**src/design/srpg_pkg.sv**
```systemverilog
`timescale 1ns / 1ps
`default_nettype none

package srpg_pkg;

  typedef enum logic [1:0] {
    OP_TICK   = 2'd0,
    OP_START  = 2'd1,
    OP_SAMPLE = 2'd2
  } op_t;

  localparam int CFG_INDEX_W = 3;

  typedef enum logic [CFG_INDEX_W-1:0] {
    REG_MOVE_LEN        = 3'd0,
    REG_RAMP_LEN        = 3'd1,
    REG_START_DELAY     = 3'd2,
    REG_MIN_DELAY       = 3'd3,
    REG_FIRST_TARGET    = 3'd4,
    REG_SAMPLE_SPACING  = 3'd5,
    REG_SAMPLE_COUNT    = 3'd6
  } cfg_reg_t;

  localparam logic [15:0] MOVE_LEN_RST        = 16'd24000;
  localparam logic [14:0] RAMP_LEN_RST        = 15'd800;
  localparam logic [15:0] START_DELAY_RST     = 16'd1000;
  localparam logic [15:0] MIN_DELAY_RST       = 16'd150;
  localparam logic [15:0] FIRST_TARGET_RST    = 16'd800;
  localparam logic [15:0] SAMPLE_SPACING_RST  = 16'd24;
  localparam logic [15:0] SAMPLE_COUNT_RST    = 16'd1;

  typedef struct packed {
    logic [15:0] move_len;
    logic [14:0] ramp_len;
    logic [15:0] start_delay;
    logic [15:0] min_delay;
    logic [15:0] first_target;
    logic [15:0] sample_spacing;
    logic [15:0] sample_count;
  } cfg_t;

  typedef struct packed {
    logic        step_level;
    logic        direction_level;
    logic        moving;
    logic        constant_speed;
    logic        sample_due;
    logic [15:0] step_index;
    logic [15:0] samples_taken;
    logic        move_done;
  } res_t;

  // Signed upper bound of the cruise window: move_len - ramp_len.
  function automatic logic signed [16:0] cruise_upper(input cfg_t c);
    cruise_upper = $signed({1'b0, c.move_len}) - $signed({2'b00, c.ramp_len});
  endfunction

  function automatic logic in_cruise(input logic active, input logic [15:0] pos,
                                     input cfg_t c);
    logic signed [16:0] upper;
    upper = cruise_upper(c);
    in_cruise = active && (pos >= {1'b0, c.ramp_len})
                && ($signed({1'b0, pos}) < upper);
  endfunction

endpackage

`default_nettype wire

```
**src/design/srpg_core.sv**
```systemverilog
`timescale 1ns / 1ps
`default_nettype none

module srpg_core #(
  parameter int COUNTER_BITS = 16
) (
  input  wire              clk,
  input  wire              rst,
  input  wire              step_en,
  input  wire [1:0]        op,
  input  wire              dir,
  input  srpg_pkg::cfg_t   cfg,
  output srpg_pkg::res_t   res_next
);
  import srpg_pkg::*;

  localparam int CMP_W = (COUNTER_BITS > 16) ? COUNTER_BITS : 16;

  logic [15:0]             step_position, step_position_next;
  logic [COUNTER_BITS-1:0] phase_ticks, phase_ticks_next;
  logic [15:0]             half_period, half_period_next;
  logic                    pulse_high, pulse_high_next;
  logic                    move_active, move_active_next;
  logic                    dir_state, dir_state_next;
  logic                    sampling_armed, sampling_armed_next;
  logic [15:0]             next_target, next_target_next;
  logic [15:0]             accepted_count, accepted_count_next;
  logic                    done;

  logic [COUNTER_BITS-1:0] phase_inc;
  logic [15:0]             hp_dec;
  logic [15:0]             spacing;
  logic [16:0]             target_sum;
  logic                    due_cur;
  logic signed [16:0]      upper;

  always_comb begin
    step_position_next  = step_position;
    phase_ticks_next    = phase_ticks;
    half_period_next    = half_period;
    pulse_high_next     = pulse_high;
    move_active_next    = move_active;
    dir_state_next      = dir_state;
    sampling_armed_next = sampling_armed;
    next_target_next    = next_target;
    accepted_count_next = accepted_count;
    done                = 1'b0;

    upper      = cruise_upper(cfg);
    due_cur    = sampling_armed && in_cruise(move_active, step_position, cfg)
                 && (accepted_count < cfg.sample_count) && (step_position >= next_target);
    spacing    = (cfg.sample_spacing == 16'd0) ? 16'd1 : cfg.sample_spacing;
    target_sum = {1'b0, next_target} + {1'b0, spacing};
    phase_inc  = phase_ticks + 1'b1;
    hp_dec     = half_period;

    case (op_t'(op))
      OP_START: begin
        if (!move_active) begin
          step_position_next  = '0;
          phase_ticks_next    = '0;
          half_period_next    = cfg.start_delay;
          pulse_high_next     = 1'b1;
          move_active_next    = 1'b1;
          dir_state_next      = dir;
          sampling_armed_next = dir;
          next_target_next    = cfg.first_target;
          accepted_count_next = '0;
        end
      end
      OP_SAMPLE: begin
        if (due_cur) begin
          next_target_next    = target_sum[16] ? 16'hFFFF : target_sum[15:0];
          accepted_count_next = accepted_count + 16'd1;
        end
      end
      OP_TICK: begin
        if (move_active) begin
          phase_ticks_next = phase_inc;
          if (CMP_W'(phase_inc) >= CMP_W'(half_period)) begin
            phase_ticks_next = '0;
            if (pulse_high) begin
              pulse_high_next = 1'b0;
            end else begin
              // end of a full step: ramp the half-period, then advance or finish
              if ((step_position < {1'b0, cfg.ramp_len}) && (half_period > cfg.min_delay))
                hp_dec = half_period - 16'd1;
              half_period_next = hp_dec;
              if (($signed({1'b0, step_position}) > upper) && (hp_dec < cfg.start_delay))
                half_period_next = hp_dec + 16'd1;
              if (({1'b0, step_position} + 17'd1) >= {1'b0, cfg.move_len}) begin
                move_active_next = 1'b0;
                done             = 1'b1;
              end else begin
                step_position_next = step_position + 16'd1;
                pulse_high_next    = 1'b1;
              end
            end
          end
        end
      end
      default: begin
      end
    endcase

    res_next.step_level      = pulse_high_next;
    res_next.direction_level = dir_state_next;
    res_next.moving          = move_active_next;
    res_next.constant_speed  = in_cruise(move_active_next, step_position_next, cfg);
    res_next.sample_due      = sampling_armed_next
                               && in_cruise(move_active_next, step_position_next, cfg)
                               && (accepted_count_next < cfg.sample_count)
                               && (step_position_next >= next_target_next);
    res_next.step_index      = step_position_next;
    res_next.samples_taken   = accepted_count_next;
    res_next.move_done       = done;
  end

  always_ff @(posedge clk) begin
    if (rst) begin
      step_position  <= '0;
      phase_ticks    <= '0;
      half_period    <= START_DELAY_RST;
      pulse_high     <= 1'b0;
      move_active    <= 1'b0;
      dir_state      <= 1'b0;
      sampling_armed <= 1'b0;
      next_target    <= '0;
      accepted_count <= '0;
    end else if (step_en) begin
      step_position  <= step_position_next;
      phase_ticks    <= phase_ticks_next;
      half_period    <= half_period_next;
      pulse_high     <= pulse_high_next;
      move_active    <= move_active_next;
      dir_state      <= dir_state_next;
      sampling_armed <= sampling_armed_next;
      next_target    <= next_target_next;
      accepted_count <= accepted_count_next;
    end
  end

endmodule

`default_nettype wire

```
**src/design/stepper_ramp_pulse_generator.sv**
```systemverilog
`timescale 1ns / 1ps
`default_nettype none
// An accepted item passes the input register, then the result register; the motion state
// updates in one pass of the tick logic. Throughput: one item per cycle with out_ready high.
// Reset (rst, synchronous, active high): registers return to their defaults, motion idle,
// pipeline empty. Configuration writes are taken every cycle (cfg_ready stays high).

module stepper_ramp_pulse_generator #(
  parameter int COUNTER_BITS = 16
) (
  input  wire                                  clk,
  input  wire                                  rst,
  // item input
  input  wire                                  in_valid,
  output logic                                 in_ready,
  input  wire [1:0]                            operation,
  input  wire                                  direction,
  // result output
  output logic                                 out_valid,
  input  wire                                  out_ready,
  output logic                                 step_level,
  output logic                                 direction_level,
  output logic                                 moving,
  output logic                                 constant_speed,
  output logic                                 sample_due,
  output logic [15:0]                          step_index,
  output logic [15:0]                          samples_taken,
  output logic                                 move_done,
  // register writes
  input  wire                                  cfg_valid,
  output logic                                 cfg_ready,
  input  wire [srpg_pkg::CFG_INDEX_W-1:0]      cfg_index,
  input  wire [15:0]                           cfg_data
);
  import srpg_pkg::*;

  cfg_t       cfg;
  logic       s1_valid;
  logic [1:0] op_q;
  logic       dir_q;
  logic       advance;
  logic       s1_fire;
  res_t       res_next;
  res_t       res_q;

  assign cfg_ready = 1'b1;

  // Register file; a write lands in any cycle, so it must not overlap items in flight.
  always_ff @(posedge clk) begin
    if (rst) begin
      cfg.move_len        <= MOVE_LEN_RST;
      cfg.ramp_len        <= RAMP_LEN_RST;
      cfg.start_delay     <= START_DELAY_RST;
      cfg.min_delay       <= MIN_DELAY_RST;
      cfg.first_target    <= FIRST_TARGET_RST;
      cfg.sample_spacing  <= SAMPLE_SPACING_RST;
      cfg.sample_count    <= SAMPLE_COUNT_RST;
    end else if (cfg_valid) begin
      case (cfg_reg_t'(cfg_index))
        REG_MOVE_LEN:        cfg.move_len        <= cfg_data;
        REG_RAMP_LEN:        cfg.ramp_len        <= cfg_data[14:0];
        REG_START_DELAY:     cfg.start_delay     <= cfg_data;
        REG_MIN_DELAY:       cfg.min_delay       <= cfg_data;
        REG_FIRST_TARGET:    cfg.first_target    <= cfg_data;
        REG_SAMPLE_SPACING:  cfg.sample_spacing  <= cfg_data;
        REG_SAMPLE_COUNT:    cfg.sample_count    <= cfg_data;
        default: begin
        end
      endcase
    end
  end

  // Stage 1 (input register) moves on whenever the result register is free or
  // being drained; an empty stage 1 still takes one item while a result waits.
  assign advance  = !out_valid || out_ready;
  assign in_ready = !s1_valid || advance;
  assign s1_fire  = s1_valid && advance;

  always_ff @(posedge clk) begin
    if (rst) begin
      s1_valid <= 1'b0;
    end else if (in_ready) begin
      s1_valid <= in_valid;
    end
  end

  always_ff @(posedge clk) begin
    if (in_valid && in_ready) begin
      op_q  <= operation;
      dir_q <= direction;
    end
  end

  // Motion state lives in the core and commits when the item moves into the result register.
  srpg_core #(
    .COUNTER_BITS(COUNTER_BITS)
  ) u_core (
    .clk      (clk),
    .rst      (rst),
    .step_en  (s1_fire),
    .op       (op_q),
    .dir      (dir_q),
    .cfg      (cfg),
    .res_next (res_next)
  );

  always_ff @(posedge clk) begin
    if (rst) begin
      out_valid <= 1'b0;
    end else if (advance) begin
      out_valid <= s1_valid;
    end
  end

  always_ff @(posedge clk) begin
    if (s1_fire) begin
      res_q <= res_next;
    end
  end

  assign step_level      = res_q.step_level;
  assign direction_level = res_q.direction_level;
  assign moving          = res_q.moving;
  assign constant_speed  = res_q.constant_speed;
  assign sample_due      = res_q.sample_due;
  assign step_index      = res_q.step_index;
  assign samples_taken   = res_q.samples_taken;
  assign move_done       = res_q.move_done;

endmodule

`default_nettype wire
```
**config.mk**
```make
export PLATFORM = sky130hd
export DESIGN_NAME = stepper_ramp_pulse_generator
export DESIGN_NICKNAME = d
export VERILOG_FILES = /design/src/design/srpg_pkg.sv /design/src/design/srpg_core.sv /design/src/design/stepper_ramp_pulse_generator.sv
export SDC_FILE = /design/constraint.sdc
export NUM_CORES = 1
export LEC_CHECK = 0
export BUFFER_PORTS_ARGS = -buffer_cell sky130_fd_sc_hd__clkbuf_2
export CAP_MARGIN = 0
export CORE_ASPECT_RATIO = 0.9
export CORE_MARGIN = 2
export CORE_UTILIZATION = 45
export CTS_CLUSTER_SIZE = 8
export DETAILED_ROUTE_END_ITERATION = 7
export GPL_TIMING_DRIVEN = 1
export PLACE_DENSITY_LB_ADDON = 0.05
export SLEW_MARGIN = 10
export SYNTH_ARGS = -nofsm -noshare
export SYNTH_HDL_FRONTEND = slang
export SYNTH_HIERARCHICAL = 1
export SYNTH_SLANG_ARGS = --single-unit
```
**constraint.sdc**
```tcl
create_clock -name clk -period 10.5 [get_ports clk]
set_clock_uncertainty 0.05 [all_clocks]
set_input_delay 2.625 -clock clk [delete_from_list [all_inputs] [get_ports clk]]
set_output_delay 2.625 -clock clk [all_outputs]
set_load 0.01 [all_outputs]
```
After elaboration in Yosys (flattened, before gate mapping)
Cells that the tools add are included.
- bits in registers: 238
- latch bits: 0
- bits in writable memories: 0
- ROM bits: 0
- bits of input ports: 27
- output and inout port bits: 41
- word-level logic and storage cells: 141
- memories: 0
- add/subtract/negate cells: 8
- multiply operators: 0
- div/mod/pow operators: 0
- magnitude comparators: 14
- equal/unequal tests: 12
- shift-type cells: 0
- muxes and demuxes: 44
- bitwise logic cells: 3
- reductions and logical operators: 32
- operators with widths (operator ; number):
    2-to-1 mux 16 bit ; 24
    case mux 16 bit (2 select lines) ; 5
    adder 16 x 1 -> 16 bit, second input constant ; 4
    >= comparator 16 bit ; 3
    < comparator 16 bit ; 3
    < comparator 17 bit ; 2
    >= comparator 16 x 15 -> 1 bit ; 2
    adder 16 x 1 -> 17 bit, second input constant ; 1
    adder 16 x 16 -> 17 bit ; 1
    >= comparator 17 x 16 -> 1 bit ; 1
    > comparator 17 bit ; 1
    subtractor 16 x 15 -> 17 bit ; 1
    > comparator 16 bit ; 1
    logical NOT 16 bit ; 1
    < comparator 16 x 15 -> 1 bit ; 1
    subtractor 16 x 1 -> 16 bit, second input constant ; 1
    logical AND 1 bit ; 14
    AND reduction 2 bit ; 7
    2-to-1 mux 1 bit ; 13
    equality test 3 bit, second input constant ; 3
    equality test 3 x 2 -> 1 bit, second input constant ; 2
    AND reduction 6 bit ; 1
    inequality test 2 x 1 -> 1 bit, second input constant ; 2
    inequality test 2 bit, second input constant ; 2
    other kinds (12) ; 17

Longest topological paths before layout
Gate-level depths: netlist of the first run.
- depth in word-level cells: 14
- mapped depth: 35
- mapped depth without buffers: 34

Cells and area by module
Netlist of the first run, hierarchy kept.
- modules (own cells, without submodules) (module ; times used ; cells an instance ; area each (um^2) ; sequential area each (um^2)):
    srpg_core ; 1 ; 1614 ; 12009.0 ; 1681.6
    stepper_ramp_pulse_generator ; 1 ; 460 ; 5728.0 ; 3493.4

Least setup slack after synthesis of the first run
OpenSTA, ideal clock, no wires.
- kind: reg-to-reg
- from: reg cfg[80] (netlist name)
- to: reg res_q (netlist bit sample_due) (data pin)
- library setup time: 256 ps
- data arrival time: 6179 ps
- data required time: 10194 ps
- slack: 4014 ps
- stages on the path, launching flop included: 35
- buffers on the path: 1
- period minus slack after synthesis: 6486 ps
- cells stage by stage: dfxtp_1 ha_1 inv_1 fa_1 a211oi_1 nor2_1 o21a_1 nor2_1 o21bai_1 a21oi_1 xor2_1 ha_1 a211oi_1 nand2b_1 o221ai_1 maj3_2 nor3_2 or4_4 nor3_4 buf_4 nand2_1 o221a_2 a221o_1 ha_1 nand2b_1 a21o_1 a21o_1 a21o_1 a21oi_1 o21ai_0 a31oi_1 o21ai_0 nand3_1 a21oi_1 and4b_1
- RTL lines (element ; RTL line ; text):
    end signal, assigned ; stepper_ramp_pulse_generator.sv:117 ; res_q <= res_next;
    end, declared ; stepper_ramp_pulse_generator.sv:44 ; res_t res_q;

==> results.md, run 1 <==
- Synth Instances: between 2000 and 2500
- Critical path arrival: roughly 8 ns
- Worst rel slew slack: between 10% and 20%
- Mean Syn Cell Area: 8.55 um2
- Switching power total: 724 uW
- Period utilization: around 72%
- Clock share of power: 44.6%
- Asr flop ratio synth: 0%
- Syn_nets: around 2300
- Worst slew pin tran: between 1 and 1.5 ns
- Hold_sp: s1_valid$_SDFFE_PP0P_
- RR Startpoint: cfg[80]$_SDFFE_PP0P_
- Int Pwr: 1780 uW
- Hold endpoint: out_valid$_SDFFE_PP0P_
- Post-cts resize count: 0
- Post-DP HPWL: approximately 44 mm
- RSZ-0062 raised after global routing: no
- Sw Share: between 20 and 30%
- FF-to-FF End: sample_due$_DFFE_PP_
- Outcome: finished, final reports clean
- Share of cells above drive strength 1: 8.63%
- Vias in the first global route: ~15000
- Layout area overhead: 10.2%
- Critical-path top delay cell: or4_4
- Main synth FF type: dfxtp_1
- Inst Count DP: around 2600
- Critical path's largest stage delay: 0.59 ns
- Min-delay worst type: flop to flop
- Setup TNS: 0 ns
- First-pass GRT wire length: between 80 and 90 mm
- DR WL/cell: between 20 and 25 um
- Clock latency on the worst-skew pair: roughly 0.56 ns
- CTS H-tree depth: 2
- Worst IR Drop VDD: 96.5 uV
- Post-route DRC: 0
- Leak: ~0.0085 uW
- Gr usage total: between 20% and 30%
- Seq cells post-synth: between 200 and 250
- Final setup violation count: 0
- Initial drt markers: approximately 1400
- R2R Setup Slk: a little under 3 ns
- N_diodes: 0
- Post-synth top area cell: dfxtp_1
- Vias per cell: 5.97
- Crit Path Category: flop to flop
- CTS max path bufs: 3
- Post-CTS Setup Inserts: 0
- Die area: ~41000 um2
- Root Buffer: clkbuf_16
- Clock Sinks: 238
- WHS Path Cells: 2
- Final wirelength: around 58 mm
- Max Slew Vio Count: 0
- Via count: ~16000
- Clk slew on worst S/H paths: 0.06 ns
- Yosys warning count: 6
- Total grt overflow: 0
- Fin nets: roughly 2300
- Netlist Area Pre-Place: ~18000 um2
- Final Hold Fails: 0
- Hold-fix buffers at CTS: 0
- CTS Buf Count: 36
- CTS tree: done
- Library cells used by synthesis: 91
- Initial antenna violation count: 1
- PD cells: roughly 130 nW/um2
- Achievable Freq: approximately 130 MHz
- Post-synth EDFFs: slightly above 40
- Overall die width: 213 um
- Rows: 68
- Max-Cap Viols: 0
- Worst path bufs/invs: 1
- Comb pwr share: roughly 16%
- Startpoint Class: flop
- Post-DRT Antenna Nets: 0
- Dominant cells by area after synthesis: dfxtp_1, ha_1, mux2i_1, edfxtp_1, nand2b_1
- Critical Path Sink Type: flop
- # IOs: 68
- R2r worst-path depth: 33
- Core footprint: between 30000 and 40000 um2
- Non-filler instance count after layout: around 2600
- Worst Path Required: 10.76 ns
- CP delay by family, top: compound AO/OA/AOI/OAI gates
- Starting Density: about 46%
- Tmin final: about 7.6 ns
- Largest net degree at the start of global routing: 85
- Area share of the largest cell type after synthesis: 22.2%
- Reg power frac: around 40%
- Max FO, Critical Path: 15
- Die Span Y: around 190 um
- Final Core Density: around 51%
- Final Wtd Congestion: 0.991
- DRT Pass-1 Iters: 6
- Seq/Total Area, Yosys: 29.2%
- PortBufs: 66
worst reg2reg max path: cells and delay by family (launching register included):
kind	cells	cell delay [ns]
flops	1	0.42
xor+xnor	1	0.22
compound gates	16	2.91
fa+ha+maj	5	1.49
buf+inv	1	0.06
simple gates	10	2.20
final cells by class:
type,count,area (um2)
well taps,525,657
multi-input cells,1564,11500
repair buffers,98,577
clock buffers,54,1040
inverters,154,578
fillers,3797,19100
clock inverters,1,16.3
flip-flops and latches,238,5170
sequential cells by signal, summed over array words and instances (netlist names):
name                   cells
cfg                      111
u_core/half_period        16
u_core/pulse_high          1
constant_speed             1
u_core/move_active         1
u_core/sampling_armed      1
u_core/step_position      16
u_core/phase_ticks        16
moving                     1
s1_valid                   1
u_core/next_target        16
step_level                 1
direction_level            1
op_q                       2
step_index                16
move_done                  1
out_valid                  1
sample_due                 1
u_core/dir_state           1
u_core/accepted_count     16
dir_q                      1
samples_taken             16
power by group through the flow:
stage	clock network, uW	logic [uW]	registers, uW
floorplan	0	274	994
global placement	0	388	1000
detailed placement	0	391	1000
CTS	1140	393	985
global route	1180	437	988
finish	1120	399	986
worst max path at each step:
stage	start	to	slack (ns)	depth (start not counted)
3_3_place_gp	cfg[80]$_SDFFE_PP0P_	sample_due$_DFFE_PP_	3.16	33
4_1_cts	cfg[80]$_SDFFE_PP0P_	sample_due$_DFFE_PP_	2.97	33
3_5_place_dp	cfg[80]$_SDFFE_PP0P_	sample_due$_DFFE_PP_	3.06	33
6_report	cfg[80]$_SDFFE_PP0P_	sample_due$_DFFE_PP_	2.92	33
2_1_floorplan	cfg[80]$_SDFFE_PP0P_	sample_due$_DFFE_PP_	4.01	34
5_1_grt	cfg[80]$_SDFFE_PP0P_	sample_due$_DFFE_PP_	2.51	33
per-stage QoR:
stage	power, uW	instance area [um2]	hold WS (ns)	setup slack [ns]
detailed placement	1390	18500	0.413	3.06
global route	2600	19500	0.438	2.51
finish	2500	19500	0.413	2.92
global placement	1390	18500	0.406	3.16
floorplan	1270	17700	0.384	4.01
CTS	2520	19500	0.419	2.97
Yosys cell counts (5+ instances only):
master	instances
o21ai_0	109
o211ai_1	12
a211o_1	7
clkbuf_1	83
buf_2	21
o31ai_1	26
nand3_1	62
nor2b_1	15
xnor2_1	50
inv_1	153
dfxtp_1	197
nand2_1	87
nor4_1	19
a21o_1	42
nor2_1	175
nor3_1	39
or2_2	6
a311oi_1	15
mux2i_1	128
and3_1	22
o21a_1	20
a221oi_1	19
o21ai_1	5
a2bb2oi_1	7
nand3b_1	7
xor2_1	23
or3_1	8
nand2b_1	120
a31o_2	5
and2_1	11
a31oi_1	24
a211oi_1	32
a21oi_1	112
ha_1	221
edfxtp_1	41
buf_4	9
nand4_1	42
cells by family (layout without fill, tap and decap cells):
kind of cell | Yosys count | after routing | synth area share (%)
flops | 238 | 238 | 29.2
mux | 132 | 132 | 7.48
xor+xnor | 73 | 73 | 3.60
fa+ha+maj | 224 | 224 | 15.9
buf+inv | 272 | 307 | 6.18
simple gates | 647 | 647 | 19.2
other cells | 1 | 1 | 0.0211
compound gates | 487 | 487 | 18.4
per-layer routing:
layer | part of all wire [%] | global-route usage, %
met1 | 47 | 40.8
met2 | 42 | 42.4
met3 | 7.7 | 6.05
met4 | 3.0 | 9.32
met5 | 0 | 0
cell usage in the layout, fill, tap and decap left out, types with 13 or more instances in the layout:
cell	instances
clkbuf_1	13
a211oi_1	32
nand4_1	42
nand2b_1	120
o21ai_0	109
clkbuf_16	38
xor2_1	23
a31oi_1	24
a21o_1	42
mux2i_1	128
o31ai_1	24
a21oi_1	112
nor2_1	175
and3_1	22
o21a_1	20
inv_1	153
a221oi_1	19
nand2_1	87
edfxtp_1	41
buf_4	32
nand3_1	62
a311oi_1	15
dfxtp_1	197
clkbuf_2	65
xnor2_1	50
ha_1	221
nor4_1	18
nor2b_1	15
nor3_1	39
Note: power is estimated with default switching activity, not from simulation.
==> run 2: changes to the inputs <==
- ABC_AREA: unset -> 1
- clock period: 10.5 -> 7 ns (I/O delays scaled with it)
==> results.md, run 2 <==
- Max-Cap Viols: 0 (unchanged)
- Worst path bufs/invs: 4 (+3)
- Total grt overflow: 0 (unchanged)
- CP delay by family, top: compound AO/OA/AOI/OAI gates
- Clk slew on worst S/H paths: 0.05 ns (about the same)
- Main synth FF type: dfxtp_1
- Hold-fix buffers at CTS: 0 (unchanged)
- DR WL/cell: 19.6 um (-11%)
- Seq cells post-synth: 238 (unchanged)
- Mean Syn Cell Area: 6.99 um2 (-18%)
- R2R Setup Slk: 0.37 ns (-2.54 ns)
- Largest net degree at the start of global routing: 99 (+16%)
- Root Buffer: clkbuf_16
- Place WS: 0.379 ns (-2.68 ns)
- Outcome: finished, final reports clean
- Critical path arrival: 6.86 ns (-0.99 ns)
- Core footprint: 39500 um2 (+2.4%)
- Die area: 41800 um2 (+2.0%)
- Post-synth EDFFs: 41 (unchanged)
- Post-DP HPWL: 48.3 mm (+11%)
- Asr flop ratio synth: 0% (unchanged)
- Commonest non-fill, non-tap cell in the layout: nand2_1
- Setup crit end: sample_due$_DFFE_PP_
- Cell with the most instances after synthesis: nand2_1
- Max FO, Critical Path: 12 (-3)
- Library cells used by synthesis: 65 (-29%)
- Clock latency on the worst-skew pair: 0.55 ns (about the same)
- Critical-path top delay cell: xor2_1
- Final Worst Setup Slack: 0.371 ns (-2.54 ns)
- Netlist Area Pre-Place: 18100 um2 (+2.0%)
- PD cells: 212 nW/um2 (+65%)
- Number of flip-flops in the largest register: 111 (unchanged)
- Dominant cells by area after synthesis: dfxtp_1, ha_1, nand2_1, inv_1, edfxtp_1
- Leak: 0.00951 uW (+11%)
- Overall die width: 215 um (+0.99%)
- R2r worst-path depth: 39 (+18%)
- Fin nets: 2874 (+23%)
- Area share of the largest cell type after synthesis: 21.8% (-0.44 points)
- CTS Buf Count: 36 (unchanged)
- Final Hold Fails: 0 (unchanged)
- Routed wl met3: 5.29 mm (+19%)
- Synth top cells by count: nand2_1, inv_1, nor2_1
- Starting Density: 45.8% (-0.15 points)
- Startpoint Class: flop
- Layout area overhead: 10.1%
- Final wirelength: 62.3 mm (+7.2%)
- CTS max path bufs: 3 (unchanged)
- Worst IR Drop VDD: 147 uV (+52%)
- CTS tree: done
- DRT met1 WL: 30.8 mm (+12%)
- Setup crit start: cfg[82]$_SDFFE_PP0P_
- Max Slew Vio Count: 0 (unchanged)
- Worst Path Required: 7.24 ns (-3.52 ns)
- Crit Path Category: flop to flop
- RR Startpoint: cfg[82]$_SDFFE_PP0P_
- Synth Instances: 2588 (+25%)
- Gr usage total: 29.7% (+1.2 points)
- First-pass GRT wire length: 96.2 mm (+8.7%)
- Initial antenna violation count: 1 (unchanged)
- Min-delay worst type: flop to flop
- Achievable Freq: 151 MHz (+14%)
- Critical path's largest stage delay: 0.52 ns (-0.07 ns)
- Tmin final: 6.63 ns (-0.955 ns)
- Syn_nets: 2838 (+22%)
- Worst slew pin tran: 1.21 ns (-0.0573 ns)
- Critical path depth: 39 (+18%)
- # IOs: 68 (unchanged)
- Post-route DRC: 0 (unchanged)
- Period utilization: 94.7% (+22 points)
- Critical Path Sink Type: flop
- Final Wtd Congestion: 1.00 (+0.90%)
- Rows: 69 (+1.5%)
- Die Span Y: 194 um (+0.99%)
- Vias per cell: 5.60 (-6.1%)
- Most frequent cells in the layout: nand2_1, inv_1, nor2_1, ha_1, dfxtp_1
- Seq/Total Area, Yosys: 28.6% (-0.58 points)
- Share of cells above drive strength 1: 8.30% (-0.33 points)
- Clock Sinks: 238 (unchanged)
- Vias in the first global route: 16411 (+11%)
- Top Metal Used: met4
- Yosys warning count: 6 (unchanged)
- Post-DRT Antenna Nets: 0 (unchanged)
- PortBufs: 66 (unchanged)
- CP most frequent cell: nand2_1
- Worst rel slew slack: 19.0% (+4.5 points)
- Met2 wire length: 24.4 mm (+0.20%)
- Reg with most FFs: cfg
- Initial drt markers: 1577 (+16%)
- FF-to-FF End: sample_due$_DFFE_PP_
- CTS H-tree depth: 2 (unchanged)
- Post-synth top area cell: dfxtp_1
- Via count: 17771 (+13%)
- Worst hold margin: 0.410 ns (-0.00320 ns)
- Final setup violation count: 0 (unchanged)
- DRT Pass-1 Iters: 8 (+2)
- N_diodes: 0 (unchanged)
==> run 2: changes by cell type in the layout (fill, tap and decap cells not counted), moves of 31 or more <==
cell,before,now
a21o_1,42,2
a21oi_1,112,189
inv_1,153,346
mux2i_1,128,0
nand2_1,87,502
nand2b_1,120,0
nand3_1,62,194
nor2_1,175,294
o21ai_1,5,36
xnor2_1,50,12
xor2_1,23,65
==> run 2: cell type report <==
type | instances | area [um2]
clock inverter | 3 | 26.3
timing repair buffer | 103 | 608
clock buffer | 50 | 985
tap | 532 | 666
sequential | 238 | 5170
inverter | 356 | 1340
fill | 4105 | 19600
multi-input combinational | 1889 | 11100
==> run 2: per-stage QoR <==
step | std cells | total power [uW] | area [um2] | setup TNS (ns) | utilization, %
after floorplan | 2588 | 2250 | 18100 | 0 | -
after global placement | 3116 | 2580 | 18900 | 0 | 47.7
after detailed placement | 3116 | 2580 | 18900 | 0 | 47.7
after CTS | 3169 | 4230 | 19900 | 0 | 50.3
after global routing | 3171 | 4440 | 19900 | -0.00817 | 50.4
final | 3171 | 4220 | 19900 | 0 | 50.4
==> run 2: worst min path at each step <==
stage / start / to / slack [ns] / cells after the start
after floorplan: cfg[49]$_SDFFE_PP1P_ / cfg[49]$_SDFFE_PP1P_ / 0.38 / 2
after global placement: cfg[50]$_SDFFE_PP1P_ / cfg[50]$_SDFFE_PP1P_ / 0.40 / 2
after detailed placement: cfg[50]$_SDFFE_PP1P_ / cfg[50]$_SDFFE_PP1P_ / 0.40 / 2
after CTS: cfg[50]$_SDFFE_PP1P_ / cfg[50]$_SDFFE_PP1P_ / 0.41 / 2
after global routing: cfg[52]$_SDFFE_PP1P_ / cfg[52]$_SDFFE_PP1P_ / 0.45 / 2
final: cfg[55]$_SDFFE_PP1P_ / cfg[55]$_SDFFE_PP1P_ / 0.41 / 2
==> run 2: where the power goes <==
part | internal, uW | switching (uW) | leakage, uW
sequential | 1460 | 74.1 | 0.00201
combinational | 341 | 718 | 0.00701
clock | 968 | 655 | 0.000490
total | 2770 | 1450 | 0.00951
==> run 2: repair_timing <==
item	CTS	global route
gates resized for setup	0	5
setup endpoints to repair	0	1
setup buffers	0	2
==> run 2: kinds of logic after synthesis <==
family | after synthesis | synth area share [%]
AOI/OAI and AO/OA | 458 | 14.7
xor gates and xnor gates | 78 | 3.78
adders and majority gates | 223 | 15.5
buffers and inverters | 461 | 10.1
DFF | 238 | 28.6
other | 1 | 0.0207
and+or+nand+nor | 1129 | 27.3
==> run 2: routing by layer <==
metal | up-vias | global-route usage (%)
li1 | 8664 | -
met1 | 8371 | 45.1
met2 | 646 | 41.5
met3 | 90 | 5.93
met4 | 0 | 9.60
met5 | - | 0
==> run 2: tightest hold or removal path, delay by kind of cell, from the launching register on <==
| kind | cells | cell delay (ns) |
|---|---|---|
| simple gates | 2 | 0.10 |
| flops | 1 | 0.32 |
==> run 3: changes to the inputs <==
==> constraint.sdc (replaced) <==
create_clock -name clk -period 7 [get_ports clk]
set_clock_uncertainty 0.05 [all_clocks]
set_input_delay 1.4 -clock clk [delete_from_list [all_inputs] [get_ports clk]]
set_output_delay 1.4 -clock clk [all_outputs]
set_load 0.01 [all_outputs]
==> results.md, run 3 (synthesis gave the netlist of run 2 again) <==
- Via count: 17631 (-0.79%)
- Clk slew on worst S/H paths: 0.05 ns (about the same)
- Clock latency on the worst-skew pair: 0.55 ns (about the same)
- Clock Sinks: 238 (unchanged)
- CTS tree: done
- Min-delay worst type: flop to flop
- Post-DRT Antenna Nets: 0 (unchanged)
- Post-DP HPWL: 48.6 mm (+0.62%)
- PD cells: 210 nW/um2 (-0.55%)
- RSZ-0062 raised after global routing: no
- PortBufs: 66 (unchanged)
- Critical Path Sink Type: flop
- Gr usage total: 29.7% (-0.064 points)
- Final wirelength: 62.5 mm (+0.32%)
- Starting Density: 45.8% (unchanged)
- CTS max path bufs: 3 (unchanged)
- Critical-path top delay cell: ha_1
- Worst slew pin tran: 1.15 ns (-0.0599 ns)
- Place WS: 0.410 ns (+0.0303 ns)
- Tmin final: 6.48 ns (-0.147 ns)
- Vias in the first global route: 16253 (-0.96%)
- Reg with most FFs: cfg
- Achievable Freq: 154 MHz (+2.3%)
- Inst Count DP: 3115 (-0.032%)
- Setup TNS: 0 ns (unchanged)
- Fillers: 4040 (-1.6%)
- Startpoint Class: flop
- Final setup violation count: 0 (unchanged)
- Max FO, Critical Path: 12 (unchanged)
- Core footprint: 39500 um2 (unchanged)
- # IOs: 68 (unchanged)
- CP most frequent cell: nand2_1
- R2r worst-path depth: 42 (+7.7%)
- Non-filler instance count after layout: 3164 (-0.22%)
- First-pass GRT wire length: 95.7 mm (-0.52%)
- DRT Pass-1 Iters: 5 (-3)
- Die Span Y: 194 um (unchanged)
- Largest net degree at the start of global routing: 99 (unchanged)
- Final Hold Fails: 0 (unchanged)
- Commonest non-fill, non-tap cell in the layout: nand2_1
- Die area: 41800 um2 (unchanged)
- Initial antenna violation count: 1 (unchanged)
- Share of cells above drive strength 1: 7.98% (-0.32 points)
- Critical path arrival: 6.71 ns (-0.15 ns)
- Post-route DRC: 0 (unchanged)
- N_diodes: 0 (unchanged)
- Hold-fix buffers at CTS: 0 (unchanged)
- CTS Buf Count: 35 (-2.8%)
- Crit Path Category: flop to flop
- Root Buffer: clkbuf_16
- Worst rel slew slack: 22.8% (+3.8 points)
- Power Total: 4180 uW (-0.91%)
- Fin nets: 2870 (-0.14%)
- Critical path's largest stage delay: 0.38 ns (-0.14 ns)
- Leak: 0.00948 uW (-0.34%)
- Vias per cell: 5.57 (-0.57%)
- Most frequent cells in the layout: nand2_1, inv_1, nor2_1, ha_1, dfxtp_1
- Max Slew Vio Count: 0 (unchanged)
- Initial drt markers: 1854 (+18%)
- Period utilization: 92.6% (-2.1 points)
- Rows: 69 (unchanged)
- Max-Cap Viols: 0 (unchanged)
- Number of flip-flops in the largest register: 111 (unchanged)
- Outcome: finished, final reports clean
- DR WL/cell: 19.7 um (+0.54%)
- Overall die width: 215 um (unchanged)
- CTS H-tree depth: 2 (unchanged)
- Worst IR Drop VDD: 188 uV (+28%)
- Final Wtd Congestion: 0.985 (-1.5%)
- Final Worst Setup Slack: 0.518 ns (+0.147 ns)
- WHS Path Cells: 2 (unchanged)
- Layout area overhead: 9.70%
- Total grt overflow: 0 (unchanged)
- Worst Path Required: 7.23 ns (about the same)
[run 3: power by group]
| part | internal (uW) | switching, uW |
|---|---|---|
| Sequential | 1460 | 74.6 |
| Clock | 948 | 642 |
| Combinational | 338 | 716 |
| Total | 2750 | 1430 |
[run 3: cell type report]
class | instances | area [um2] | share of cell area (%)
flip-flops and latches | 238 | 5170 | 26.1
clock buffers | 49 | 971 | 4.89
inverters | 356 | 1340 | 6.74
multi-input cells | 1889 | 11100 | 56.0
well taps | 532 | 666 | 3.35
repair buffers | 100 | 586 | 2.95
[run 3: per-layer routing]
metal	vias up	GRT usage (%)	share of wire, %
li1	8647	-	-
met3	90	5.27	8.4
met1	8284	45.2	49
met4	0	8.66	2.5
met2	610	42.1	40
met5	-	0	0
[run 3: final timing paths]
check / start / endpoint / slack [ns]
setup / recovery: cfg[82]$_SDFFE_PP0P_ / sample_due$_DFFE_PP_ / 0.52
hold / removal: cfg[55]$_SDFFE_PP1P_ / cfg[55]$_SDFFE_PP1P_ / 0.41
setup reg to reg: cfg[82]$_SDFFE_PP0P_ / sample_due$_DFFE_PP_ / 0.52
hold reg to reg: cfg[55]$_SDFFE_PP1P_ / cfg[55]$_SDFFE_PP1P_ / 0.41
[run 3: per-stage QoR]
stage	area [um2]	utilization (%)	hold slack, ns
2_1_floorplan	18100	-	0.379
3_3_place_gp	18900	47.7	0.398
3_5_place_dp	18900	47.7	0.399
4_1_cts	19800	50.2	0.411
5_1_grt	19900	50.2	0.450
6_report	19900	50.2	0.414
[run 3: timing repair]
action,in CTS,in global routing
buffers inserted,0,0
resized for setup,0,3
endpoints found under the setup margin,0,1
endpoints found under the hold margin,0,0
[run 3: worst max-delay path: cells and delay by family, from the launching register on]
family / cells / cell delay, ns
buf+inv: 4 / 0.36
compound gates: 14 / 1.96
simple gates: 20 / 2.31
flops: 1 / 0.32
xor+xnor: 1 / 0.25
fa+ha+maj: 3 / 0.96
